<file path="src/sv/rdu_pkg.sv">
// Shared types and constants for the refraction direction pipeline.
package rdu_pkg;

	localparam int IFRAC = 20;
	localparam int IONE = 1 << IFRAC;
	localparam int AW = 22;
	localparam int ETA_W = 25;
	localparam logic [ETA_W-1:0] ETA_MAX = ETA_W'(16 << IFRAC);
	localparam int EA_W = 28;
	localparam int ETAC_W = 30;
	localparam int R_W = 32;
	localparam int RAD1_W = 56;
	localparam int ROOT1_W = RAD1_W / 2;
	localparam int MAGSQ_W = 62;
	localparam int MAG_W = MAGSQ_W / 2;
	localparam int IDX_W = 16;

	typedef struct packed {
		logic en;
		logic vld;
	} pipe_ctl_t;

	typedef struct packed {
		logic [2:0][AW-1:0] a;
		logic [2:0][AW-1:0] n;
		logic ovf;
	} eta_side_t;

	typedef struct packed {
		logic [ETAC_W-1:0] etac;
		logic [2:0][AW-1:0] n;
		logic [2:0][EA_W-1:0] ea;
		logic tir;
	} root_side_t;

	typedef struct packed {
		logic [2:0][R_W-1:0] r;
		logic zero;
		logic tir;
	} mag_side_t;

	typedef struct packed {
		logic neg;
		logic zero;
		logic tir;
	} lane_side_t;

endpackage

</file>
<file path="src/sv/rdu_div.sv">
// Pipelined restoring divider, one quotient bit per stage, with a side word.
module rdu_div #(
	parameter int DW = 36,
	parameter int VW = 16,
	parameter int QW = 25,
	parameter int SW = 1
) (
	input  logic              clk,
	input  logic              arst_n,
	input  rdu_pkg::pipe_ctl_t ctl,
	input  logic [DW-1:0]     dividend,
	input  logic [VW-1:0]     divisor,
	input  logic [SW-1:0]     side_in,
	output logic              out_vld,
	output logic [QW-1:0]     quotient,
	output logic [SW-1:0]     side_out
);
	import rdu_pkg::*;

	logic          vld_s  [QW];
	logic [VW-1:0] rem_s  [QW];
	logic [VW-1:0] dvs_s  [QW];
	logic [QW-1:0] low_s  [QW];
	logic [QW-1:0] quo_s  [QW];
	logic [SW-1:0] side_s [QW];

	for (genvar j = 0; j < QW; j++) begin : g_stage
		logic          pv;
		logic [VW-1:0] prem;
		logic [VW-1:0] pdvs;
		logic [QW-1:0] plow;
		logic [QW-1:0] pquo;
		logic [SW-1:0] pside;
		logic [VW:0]   trial;
		logic          take;

		if (j == 0) begin : g_first
			assign pv    = ctl.vld;
			assign prem  = VW'(dividend[DW-1:QW]);
			assign pdvs  = divisor;
			assign plow  = dividend[QW-1:0];
			assign pquo  = '0;
			assign pside = side_in;
		end else begin : g_next
			assign pv    = vld_s[j-1];
			assign prem  = rem_s[j-1];
			assign pdvs  = dvs_s[j-1];
			assign plow  = low_s[j-1];
			assign pquo  = quo_s[j-1];
			assign pside = side_s[j-1];
		end

		assign trial = {prem, plow[QW-1]};
		assign take  = trial >= {1'b0, pdvs};

		always_ff @(posedge clk or negedge arst_n) begin
			if (!arst_n) begin
				vld_s[j] <= 1'b0;
			end else if (ctl.en) begin
				vld_s[j] <= pv;
			end
		end

		always_ff @(posedge clk) begin
			if (ctl.en) begin
				rem_s[j]  <= take ? VW'(trial - {1'b0, pdvs}) : trial[VW-1:0];
				dvs_s[j]  <= pdvs;
				low_s[j]  <= plow << 1;
				quo_s[j]  <= {pquo[QW-2:0], take};
				side_s[j] <= pside;
			end
		end
	end

	assign out_vld  = vld_s[QW-1];
	assign quotient = quo_s[QW-1];
	assign side_out = side_s[QW-1];

endmodule

</file>
<file path="config.mk">
export PLATFORM = sky130hd
export DESIGN_NAME = rdu_div
export DESIGN_NICKNAME = d
export VERILOG_FILES = /design/src/sv/rdu_pkg.sv /design/src/sv/rdu_div.sv
export SDC_FILE = /design/constraint.sdc
export NUM_CORES = 2
export LEC_CHECK = 0
export BUFFER_PORTS_ARGS = -buffer_cell sky130_fd_sc_hd__buf_2
export CAP_MARGIN = 20
export CORE_ASPECT_RATIO = 0.9
export CORE_MARGIN = 5
export CORE_UTILIZATION = 40
export CTS_CLUSTER_SIZE = 28
export DETAILED_ROUTE_END_ITERATION = 16
export SLEW_MARGIN = 20
export SYNTH_ARGS = -nofsm -noshare
export SYNTH_HDL_FRONTEND = slang
export SYNTH_SLANG_ARGS = --single-unit
export TNS_END_PERCENT = 20
</file>
<file path="constraint.sdc">
create_clock -name clk -period 3.7 [get_ports clk]
set_clock_uncertainty 0.05 [all_clocks]
set_input_delay 0 -clock clk [delete_from_list [all_inputs] [get_ports clk]]
set_output_delay 0 -clock clk [all_outputs]
set_load 0.02 [all_outputs]
</file>
==> results.ini <==
[status]
status=complete, no violations

[critical_path]
r2r_cells=10
reg2reg_slack_ps=280
cp_slowest_cell=o41ai_1
r2r-end=rem_s[0][44]
cp_top_family=compound AO/OA/AOI/OAI gates
crit_path_end_kind=flip-flop
r2r-start=rem_s[0][21]
worstPathRequired_ps=4170
crit_buf_inv=1
path_cells=ha_1 > a21o_1 > a21oi_1 > nor2b_1 > o41ai_1 > nand3_1 > a211oi_1 > o21a_1 > buf_4 > mux2_2
arrival_ps=3890
worst-setup-path-type=flip-flop to flip-flop
cp_slowest_stage_delay_ps=580
cp-start-kind=flip-flop
critPathMaxFanout=17

[clocking]
cts_sinks=1443
insertion_delay_ps=780
cts_resized=0
numCtsBuffers=157
root_buffer=clkbuf_16
path_clk_slew_ps=60
cts.path.max_buffers=3
cts_max_level=4
tritoncts=yes

[final_layout]
layoutNonFillerInstCount=7504
drive_gt1_share_pct=13.05
multi_input_area_um2=21530
final_cell_area_um2=77160
num-fill-cells=14610
seqCellArea_um2=43210
diodes=0
syn_to_final_growth_pct=15.24
finalNetCount=5620

[timing]
hold_viol=0
rsz0062_at_grt=false
slew_headroom_pct=38.71
final-max-slew-violation-count=0
fin_setup_tns_ps=0
period_needed_ps=3421
setup_violations=0
fmax_mhz=292.3
fin_crit_sh_pct=92.47
tightestPinTransition_ps=919.4

[power]
power_frac_seq_pct=38.9
pwr-share-clk_pct=25.8
peakVddDrop_uv=541.2
p_leak_nw=30.16
p_sw_share_pct=31.61
p_int_w=0.04264
comb_power_share_pct=35.3
switching_power_w=0.01971
power.density_nw_per_um2=808.0

[placed_design]
io_buffers=83
dp_hpwl_mm=84.31
dpl_cell_area_um2=70640
dp.cells=7097
gp_congestion=0.8977

[synth]
synth_edf_count=1418
syn_nets=5253
yosysUniqueCellTypes=93
avgSynthCellArea_um2=14.02
synth.yosys.seq_area_share_pct=64.53
syn_inst=4776
netlist_area_um2=66960
ys_warn_count=0
synthFlopType=edfxtp_1
synthArstFlopShare_pct=1.733
synth_seq_cells=1443

[worst_hold_path]
min_from=dividend[33]
whs_path_depth=4
min_to=rem_s[0][9]
hp-class=primary input to flip-flop

[global_route]
grt.total_usage_pct=13.91
grt_max_degree=172
grt.overflow.total=0
antenna_found_initial=0
grt_pass1_wl_mm=198.3
grt_pass1_vias=37376

[die]
ios=84
die_area_um2=175700
initial_utilization_pct=40.22
die_w_um=441.3
placementRows=142
die_h_um=398.1
coreArea_um2=166500

[detailed_routing]
wl_per_cell_um=16.35
vias=37689
first_pass_iters=7
post-route-drc-count=0
wirelength_mm=122.7
vias_per_cell=5.023
drtAntennaViolNets=0
drtIter0Drc=2754

[flow_run]
drv_cap=0

-- synthesized netlist by cell type, types with 19 or more instances --
| cell | number | area share, % |
|---|---|---|
| edfxtp_1 | 1418 | 64 |
| inv_1 | 517 | 2.9 |
| ha_1 | 396 | 7.4 |
| mux2_2 | 244 | 4.1 |
| a21oi_1 | 227 | 1.7 |
| o21ai_0 | 226 | 1.7 |
| nor2_1 | 202 | 1.1 |
| nand2_1 | 195 | 1.1 |
| xnor2_1 | 168 | 2.2 |
| a21o_1 | 120 | 1.3 |
| xor2_1 | 104 | 1.4 |
| nand3_1 | 67 | 0.50 |
| o21a_1 | 64 | 0.72 |
| nor2b_1 | 57 | 0.53 |
| nand2b_1 | 56 | 0.52 |
| nand4_1 | 54 | 0.50 |
| nor3_1 | 51 | 0.38 |
| mux2i_1 | 41 | 0.61 |
| a31oi_1 | 33 | 0.31 |
| clkbuf_1 | 31 | 0.17 |
| and3_1 | 29 | 0.27 |
| a211oi_1 | 28 | 0.31 |
| dfrtp_1 | 25 | 0.93 |
| o31ai_1 | 25 | 0.28 |
| fa_1 | 24 | 0.72 |
| buf_2 | 23 | 0.17 |
| a21boi_0 | 22 | 0.25 |
| nor4_1 | 22 | 0.21 |
| o211ai_1 | 21 | 0.24 |
| o21bai_1 | 20 | 0.22 |
| mux2_4 | 19 | 0.43 |
| or3_1 | 19 | 0.18 |
-- layout by cell type (no fill, tap or decap), types with 20 or more instances in the layout --
cell / instances
nor4_1: 22
buf_2: 83
o21a_1: 64
nor2_1: 202
clkinv_1: 30
o21bai_1: 20
fa_1: 24
clkbuf_16: 158
dlygate4sd3_1: 118
a211oi_1: 28
a21o_1: 120
ha_1: 396
bufinv_16: 22
a31oi_1: 33
a21boi_0: 22
mux2_2: 244
nor3_1: 51
buf_4: 50
nand2b_1: 56
nand4_1: 54
dfrtp_1: 25
o31ai_1: 24
xnor2_1: 168
clkinv_2: 26
and3_1: 29
mux2i_1: 41
edfxtp_1: 1418
nand3_1: 67
nand2_1: 195
o211ai_1: 21
nor2b_1: 57
o21ai_0: 226
inv_1: 517
clkbuf_1: 23
a21oi_1: 226
xor2_1: 104
-- registers in the layout, indices dropped and copies added (netlist names) --
signal	count
out_vld	1
dvs_s	384
g_stage.pv	24
side_s	25
rem_s	384
quo_s	325
low_s	300
-- worst max path at each step --
stage / from / end / cells after the start
CTS: dvs_s[1][49] / rem_s[1][74] / 10
finish: rem_s[0][21] / rem_s[0][44] / 10
detailed placement: dvs_s[1][49] / rem_s[1][78] / 10
global placement: dvs_s[2][33] / rem_s[2][51] / 9
floorplan: dvs_s[2][97] / rem_s[2][118] / 11
global route: rem_s[0][21] / rem_s[0][36] / 10
-- per-stage QoR --
stage	total power (W)	utilization (%)	setup slack [ps]	hold WS (ps)
CTS	0.06302	46.35	312.4	16.21
finish	0.06235	46.35	278.8	102.8
global route	0.06649	46.35	34.60	75.27
global placement	0.04597	42.43	242.3	-45.50
detailed placement	0.04636	42.43	338.9	-28.13
floorplan	0.04094	-	546.6	-345.6
-- worst register-to-register path: stages, from the launching register on --
cell,delay (ps)
edfxtp_1,400
ha_1,410
a21o_1,230
a21oi_1,140
nor2b_1,80
o41ai_1,580
nand3_1,240
a211oi_1,290
o21a_1,130
buf_4,250
mux2_2,380
-- cells by family (layout without fill, tap and decap cells) --
kind of cell	after synthesis	after routing	synth area share (%)
adder cells (fa/ha/maj)	420	420	8.117
flip-flops	1443	1443	64.53
AND/OR/NAND/NOR	816	816	6.079
XOR/XNOR	272	272	3.558
AO/OA/AOI/OAI	940	940	9.173
buffers and inverters	579	1075	3.369
multiplexers	306	306	5.176
-- layout make-up --
class / count / share of cell area [%]
sequential: 1443 / 55.99
clock buffer: 181 / 5.236
inverter: 517 / 2.515
clock inverter: 107 / 1.683
tap: 2232 / 3.619
timing repair buffer: 270 / 3.048
multi-input combinational: 2754 / 27.91
-- per-layer routing --
metal / vias up / global-route usage, % / share of wire (%)
met4: 0 / 4.426 / 2.8
met5: - / 0 / 0
met2: 682 / 21.84 / 45
li1: 18610 / - / -
met1: 18172 / 19.34 / 47
met3: 225 / 2.999 / 4.8
-- power groups by stage --
stage          logic [W]  clock network (W)  registers [W]
2_1_floorplan     0.0171                  0         0.0238
3_3_place_gp      0.0213                  0         0.0246
3_5_place_dp      0.0217                  0         0.0246
4_1_cts           0.0220             0.0167         0.0243
5_1_grt           0.0245             0.0174         0.0246
6_report          0.0220             0.0161         0.0243
-- what timing repair did --
action,in CTS,in global routing
buffers inserted,0,0
endpoints found under the hold margin,353,25
hold buffers,118,1
Note: power is estimated with default switching activity, not from simulation.
