[config.mk]
export PLATFORM = sky130hd
export DESIGN_NAME = rdu_isqrt
export DESIGN_NICKNAME = d
export VERILOG_FILES = /design/src/sv/rdu_pkg.sv /design/src/sv/rdu_isqrt.sv
export SDC_FILE = /design/constraint.sdc
export NUM_CORES = 2
export LEC_CHECK = 0
export ABC_AREA = 1
export BUFFER_PORTS_ARGS = -buffer_cell sky130_fd_sc_hd__buf_4
export CAP_MARGIN = 40
export CORE_MARGIN = 4
export CORE_UTILIZATION = 60
export CTS_CLUSTER_SIZE = 28
export DETAILED_ROUTE_END_ITERATION = 12
export GPL_TIMING_DRIVEN = 0
export PLACE_DENSITY = 0.76
export SETUP_SLACK_MARGIN = 0.15
export SKIP_CTS_REPAIR_TIMING = 1
export SLEW_MARGIN = 5
export SYNTH_ARGS = -nofsm -noshare
export SYNTH_HDL_FRONTEND = slang
export SYNTH_SLANG_ARGS = --single-unit
[constraint.sdc]
create_clock -name clk -period 3 [get_ports clk]
set_input_delay 0.6 -clock clk [delete_from_list [all_inputs] [get_ports clk]]
set_output_delay 0.6 -clock clk [all_outputs]
set_load 0.01 [all_outputs]
[src/sv/rdu_pkg.sv]
// Shared types and constants for the refraction direction pipeline.
package rdu_pkg;

	localparam int IFRAC = 20;
	localparam int IONE = 1 << IFRAC;
	localparam int AW = 22;
	localparam int ETA_W = 25;
	localparam logic [ETA_W-1:0] ETA_MAX = ETA_W'(16 << IFRAC);
	localparam int EA_W = 28;
	localparam int ETAC_W = 30;
	localparam int R_W = 32;
	localparam int RAD1_W = 56;
	localparam int ROOT1_W = RAD1_W / 2;
	localparam int MAGSQ_W = 62;
	localparam int MAG_W = MAGSQ_W / 2;
	localparam int IDX_W = 16;

	typedef struct packed {
		logic en;
		logic vld;
	} pipe_ctl_t;

	typedef struct packed {
		logic [2:0][AW-1:0] a;
		logic [2:0][AW-1:0] n;
		logic ovf;
	} eta_side_t;

	typedef struct packed {
		logic [ETAC_W-1:0] etac;
		logic [2:0][AW-1:0] n;
		logic [2:0][EA_W-1:0] ea;
		logic tir;
	} root_side_t;

	typedef struct packed {
		logic [2:0][R_W-1:0] r;
		logic zero;
		logic tir;
	} mag_side_t;

	typedef struct packed {
		logic neg;
		logic zero;
		logic tir;
	} lane_side_t;

endpackage

[src/sv/rdu_isqrt.sv]
// Pipelined integer floor square root, one root bit per stage, with a side word.
module rdu_isqrt #(
	parameter int IW = 56,
	parameter int SW = 1
) (
	input  logic               clk,
	input  logic               arst_n,
	input  rdu_pkg::pipe_ctl_t ctl,
	input  logic [IW-1:0]      radicand,
	input  logic [SW-1:0]      side_in,
	output logic               out_vld,
	output logic [IW/2-1:0]    root,
	output logic [SW-1:0]      side_out
);
	import rdu_pkg::*;

	localparam int RW = IW / 2;

	logic          vld_s  [RW];
	logic [RW+1:0] rem_s  [RW];
	logic [RW-1:0] root_s [RW];
	logic [IW-1:0] rad_s  [RW];
	logic [SW-1:0] side_s [RW];

	for (genvar j = 0; j < RW; j++) begin : g_stage
		logic          pv;
		logic [RW+1:0] prem;
		logic [RW-1:0] proot;
		logic [IW-1:0] prad;
		logic [SW-1:0] pside;
		logic [RW+3:0] cur;
		logic [RW+3:0] trl;
		logic          take;

		if (j == 0) begin : g_first
			assign pv    = ctl.vld;
			assign prem  = '0;
			assign proot = '0;
			assign prad  = radicand;
			assign pside = side_in;
		end else begin : g_next
			assign pv    = vld_s[j-1];
			assign prem  = rem_s[j-1];
			assign proot = root_s[j-1];
			assign prad  = rad_s[j-1];
			assign pside = side_s[j-1];
		end

		assign cur  = {prem, prad[IW-1:IW-2]};
		assign trl  = (RW+4)'({proot, 2'b01});
		assign take = cur >= trl;

		always_ff @(posedge clk or negedge arst_n) begin
			if (!arst_n) begin
				vld_s[j] <= 1'b0;
			end else if (ctl.en) begin
				vld_s[j] <= pv;
			end
		end

		always_ff @(posedge clk) begin
			if (ctl.en) begin
				rem_s[j]  <= take ? (RW+2)'(cur - trl) : (RW+2)'(cur);
				root_s[j] <= {proot[RW-2:0], take};
				rad_s[j]  <= prad << 2;
				side_s[j] <= pside;
			end
		end
	end

	assign out_vld  = vld_s[RW-1];
	assign root     = root_s[RW-1];
	assign side_out = side_s[RW-1];

endmodule

==> impl_table.tex <==
\begin{tabular}{lr}
\hline
Metric & Value \\
\hline
\multicolumn{2}{l}{\textbf{Timing}} \\
Total negative setup slack & 0 ns \\
Period utilisation layout & 0.914 \\
Setup slack after layout & 0.257 ns \\
Count of final setup violators & 0 \\
Max Slew Vio Count & 0 \\
Layout Skew & 0.0521 ns \\
Setup repair after global routing missed its margin & no \\
Worst-Margin Slew & 1.04 ns \\
Final count of hold timing violations & 0 \\
Min Clock Period, post-route & 2.74 ns \\
Slew HR & 0.303 \\
Timing-limited maximum frequency & 0.365 GHz \\
\multicolumn{2}{l}{\textbf{CTS}} \\
H-tree Lvls & 4 \\
TritonCTS clock tree & done \\
Clock input transition at the sequential cells of the worst setup and hold paths & 0.06 ns \\
Cts bufs inserted & 199 \\
Maximum number of buffers from clock root to sink & 3 \\
Count of clock tree sinks & about 2.0k \\
Root Buffer Master & clkbuf\_16 \\
Clock insertion delay at the later pin of the skew report & 0.86 ns \\
\multicolumn{2}{l}{\textbf{Critical path}} \\
Start-to-end type of the worst setup path & reg2reg \\
Kind of cell adding the most delay to the critical path & simple AND/OR/NAND/NOR gates \\
Critical-path cell list & inv\_1 -> ha\_1 -> nand2\_1 -> nor2\_2 -> nand3\_1 -> nand2\_2 -> nand2\_1 -> nand3\_1 -> nand2\_1 -> nand2\_2 -> inv\_2 -> buf\_6 -> buf\_6 -> nand2\_1 -> nand2\_1 \\
Crit path top cell by count & nand2\_1 \\
CP Capture Type & flip-flop \\
Highest net fanout along the worst path & 10 \\
Kind of launch point of the worst setup path & flip-flop \\
Biggest cell delay along the critical path & 0.48 ns \\
Number of buffers and inverters on the critical path & 4 \\
Req. time, crit path & 3.58 ns \\
Arr. time, crit path & 3.32 ns \\
Startpoint of the worst setup timing path & root\_s[1][201]\$\_DFFE\_PP\_ \\
Critical path's slowest cell & edfxtp\_1 \\
Source of the worst register-to-register timing path & root\_s[1][201]\$\_DFFE\_PP\_ \\
\multicolumn{2}{l}{\textbf{Synth}} \\
Simple-gate area share of the yosys netlist & 0.239 \\
Flip-flop and latch count after synthesis & 1,986 \\
Post-synthesis net count & 12.6k \\
Area fraction in compound gates after synthesis & 0.0476 \\
Asr flop ratio synth & 0.0141 \\
Arithmetic-cell share of the synthesized area counting full adders, half adders and majority gates & 0.0510 \\
Sequential cell area fraction in the yosys report & 0.556 \\
Synthesized instance count & 12.1k \\
Number of synthesized flops with an enable pin & 1,958 \\
Multiplexer share of the synthesized area & 0 \\
Post-synthesis xor/xnor area fraction & 0.0239 \\
Distinct cell type count of the synthesized netlist & 51 \\
Yosys warnings & 0 \\
Main combinational cell family by area after synthesis & simple AND/OR/NAND/NOR gates \\
Most used flip-flop cell after synthesis & edfxtp\_1 \\
Post-synthesis area per instance & 8.84 um2 \\
Synth Cell Area & 107,000 um2 \\
\multicolumn{2}{l}{\textbf{Global routing}} \\
Pin count of the biggest net entering global routing & 193 \\
Global-route wire length before repair & $\sim$420,000 um \\
Via count of the first global-routing pass & 77.5k \\
Initial antenna violation count & 1 \\
Overflow after GRT & 0 \\
Global-route usage over all layers & 0.286 \\
\multicolumn{2}{l}{\textbf{Route}} \\
Final routed wirelength across all metal layers & 272,000 um \\
Via density per instance & 5.45 \\
Iteration-0 DRC count of the detailed router & 8,002 \\
Met2 routed WL & 128,000 um \\
Met3 WL & 19,100 um \\
WL met1 & 116,000 um \\
Average wire per standard cell & between 15 and 20 um \\
Detailed-router iteration count before antenna repair & 7 \\
Via Count & 81.8k \\
ANT nets after route & 0 \\
Top metal layer carrying routed signals & met5 \\
Drt drc & 0 \\
\multicolumn{2}{l}{\textbf{Min path}} \\
Worst Hold Class & in2reg \\
Startpoint of the worst hold path & radicand[55] \\
\multicolumn{2}{l}{\textbf{Die}} \\
Std cell rows & 154 \\
Die height & around 430 um \\
Starting Density & 0.606 \\
Floorplan Core Area & between 150,000 and 200,000 um2 \\
Chip Width & 430 um \\
Area enclosed by the die boundary & 185,000 um2 \\
Total I/O pin count & 91 \\
\multicolumn{2}{l}{\textbf{Finish}} \\
Area added between synthesis and finish & 11.0\% \\
Final non-filler cell total & 15.0k \\
Share of final-layout standard cells stronger than drive strength 1 & 0.0578 \\
Number of nets in the layout & approximately 13k \\
Diodes inserted & 0 \\
\multicolumn{2}{l}{\textbf{Placement}} \\
Number of instances in the placed design & 14.5k \\
Placement-stage worst setup slack & -2.13 ns \\
Final GP Congestion & 0.987 \\
Hpwl dp & 206,000 um \\
Number of port buffers & 90 \\
\multicolumn{2}{l}{\textbf{Pwr}} \\
Total power consumption of the routed design & 79,000 uW \\
Register share of total power & 0.460 \\
Internal power & 54,700 uW \\
Worst-case vdd ir drop & 0.675 mV \\
LEAKAGE & 0.0541 uW \\
Comb power frac & 0.209 \\
Net switching share of the total power & 0.307 \\
Clock network power share & 0.331 \\
Power dissipated by switching net loads & 24,200 uW \\
Power per unit of standard cell area & 665 nW/um2 \\
\multicolumn{2}{l}{\textbf{Run status}} \\
Result of the run & complete, no violations \\
\multicolumn{2}{l}{\textbf{Job}} \\
Total of max-cap violations & 0 \\
\hline
\end{tabular}
[layer usage]
metal	vias up	global-route usage
met5	-	0
met4	2	0.0911
met3	513	0.0371
met2	3089	0.472
met1	38100	0.397
li1	40100	-
[cell families (layout without fill, tap and decap cells)]
group,Yosys count,in the layout
fa+ha+maj,436,436
flops,1986,1986
xor+xnor,292,292
compound gates,942,942
other cells,1,1
simple gates,6200,6200
buf+inv,2248,2791
[sequential cells by signal, summed over array words and instances (netlist names)]
| register | count |
|---|---|
| g_stage.pv | 27 |
| root_s | 406 |
| side_s | 28 |
| rem_s | 768 |
| rad_s | 756 |
| out_vld | 1 |
[final timing paths]
path / end / slack [ns] / depth (start not counted)
hold / removal: root_s[0][0]$_DFFE_PP_ / 0.04 / 2
setup reg to reg: rem_s[1][256]$_DFFE_PP_ / 0.26 / 15
hold reg to reg: rad_s[1][8]$_DFFE_PP_ / 0.38 / 0
min in group asynchronous: g_stage[4].pv$_DFFE_PN0P_ / 0.20 / 2
setup / recovery: rem_s[1][256]$_DFFE_PP_ / 0.26 / 15
max in group asynchronous: g_stage[1].pv$_DFFE_PN0P_ / 2.52 / 2
[cell usage after synthesis, types with 27 or more instances]
cell type | count | area, um2
buf_2 | 46 | 230
xor2_1 | 199 | 1740
a21oi_1 | 495 | 2480
nor2_2 | 27 | 169
inv_1 | 2110 | 7920
nand3_1 | 712 | 3560
a21oi_2 | 50 | 438
ha_1 | 436 | 5460
nand4_1 | 176 | 1100
inv_2 | 27 | 101
o21ai_1 | 37 | 185
o21ai_0 | 289 | 1450
nand3b_1 | 73 | 548
nor3_1 | 150 | 751
or2_2 | 41 | 257
and2_1 | 35 | 219
dfrtp_1 | 28 | 701
xnor2_1 | 93 | 815
nand2_1 | 3984 | 15000
edfxtp_1 | 1958 | 58800
nor2_1 | 933 | 3500
[cell type report]
class	instances	area, um2
flip-flops and latches	1986	59500
fillers	14000	57900
multi-input cells	7871	38800
inverters	2142	8050
clock buffers	222	5150
well taps	2340	2930
clock inverters	150	1850
repair buffers	172	1790
plain buffers	105	751
[metrics by stage]
| step | utilization | instance area, um2 | hold slack, ns |
|---|---|---|---|
| final | 0.672 | 119000 | 0.0353 |
| after global routing | 0.672 | 119000 | 0.0116 |
| after CTS | 0.668 | 118000 | -0.397 |
| after detailed placement | 0.628 | 111000 | 0.405 |
| after global placement | 0.626 | 111000 | 0.400 |
| after floorplan | - | 107000 | 0.304 |
[power groups by stage]
stage                     logic [uW]  registers (uW)  clock network (uW)
after CTS                      16100           36300               26600
final                          16500           36300               26200
after global routing           18600           36500               27900
after floorplan                11500           35700                   0
after global placement         15600           37600                   0
after detailed placement       16000           36800                   0
[placed cells by master, fill, tap and decap left out, types with 93 or more instances in the layout]
master	count
o21ai_0	287
nand4_1	176
nand3_1	711
inv_1	2109
xnor2_1	93
nand2_1	3984
buf_4	121
xor2_1	199
edfxtp_1	1958
ha_1	436
nor3_1	149
clkbuf_16	208
nor2_1	931
a21oi_1	493
Note: power is estimated with default switching activity, not from simulation.
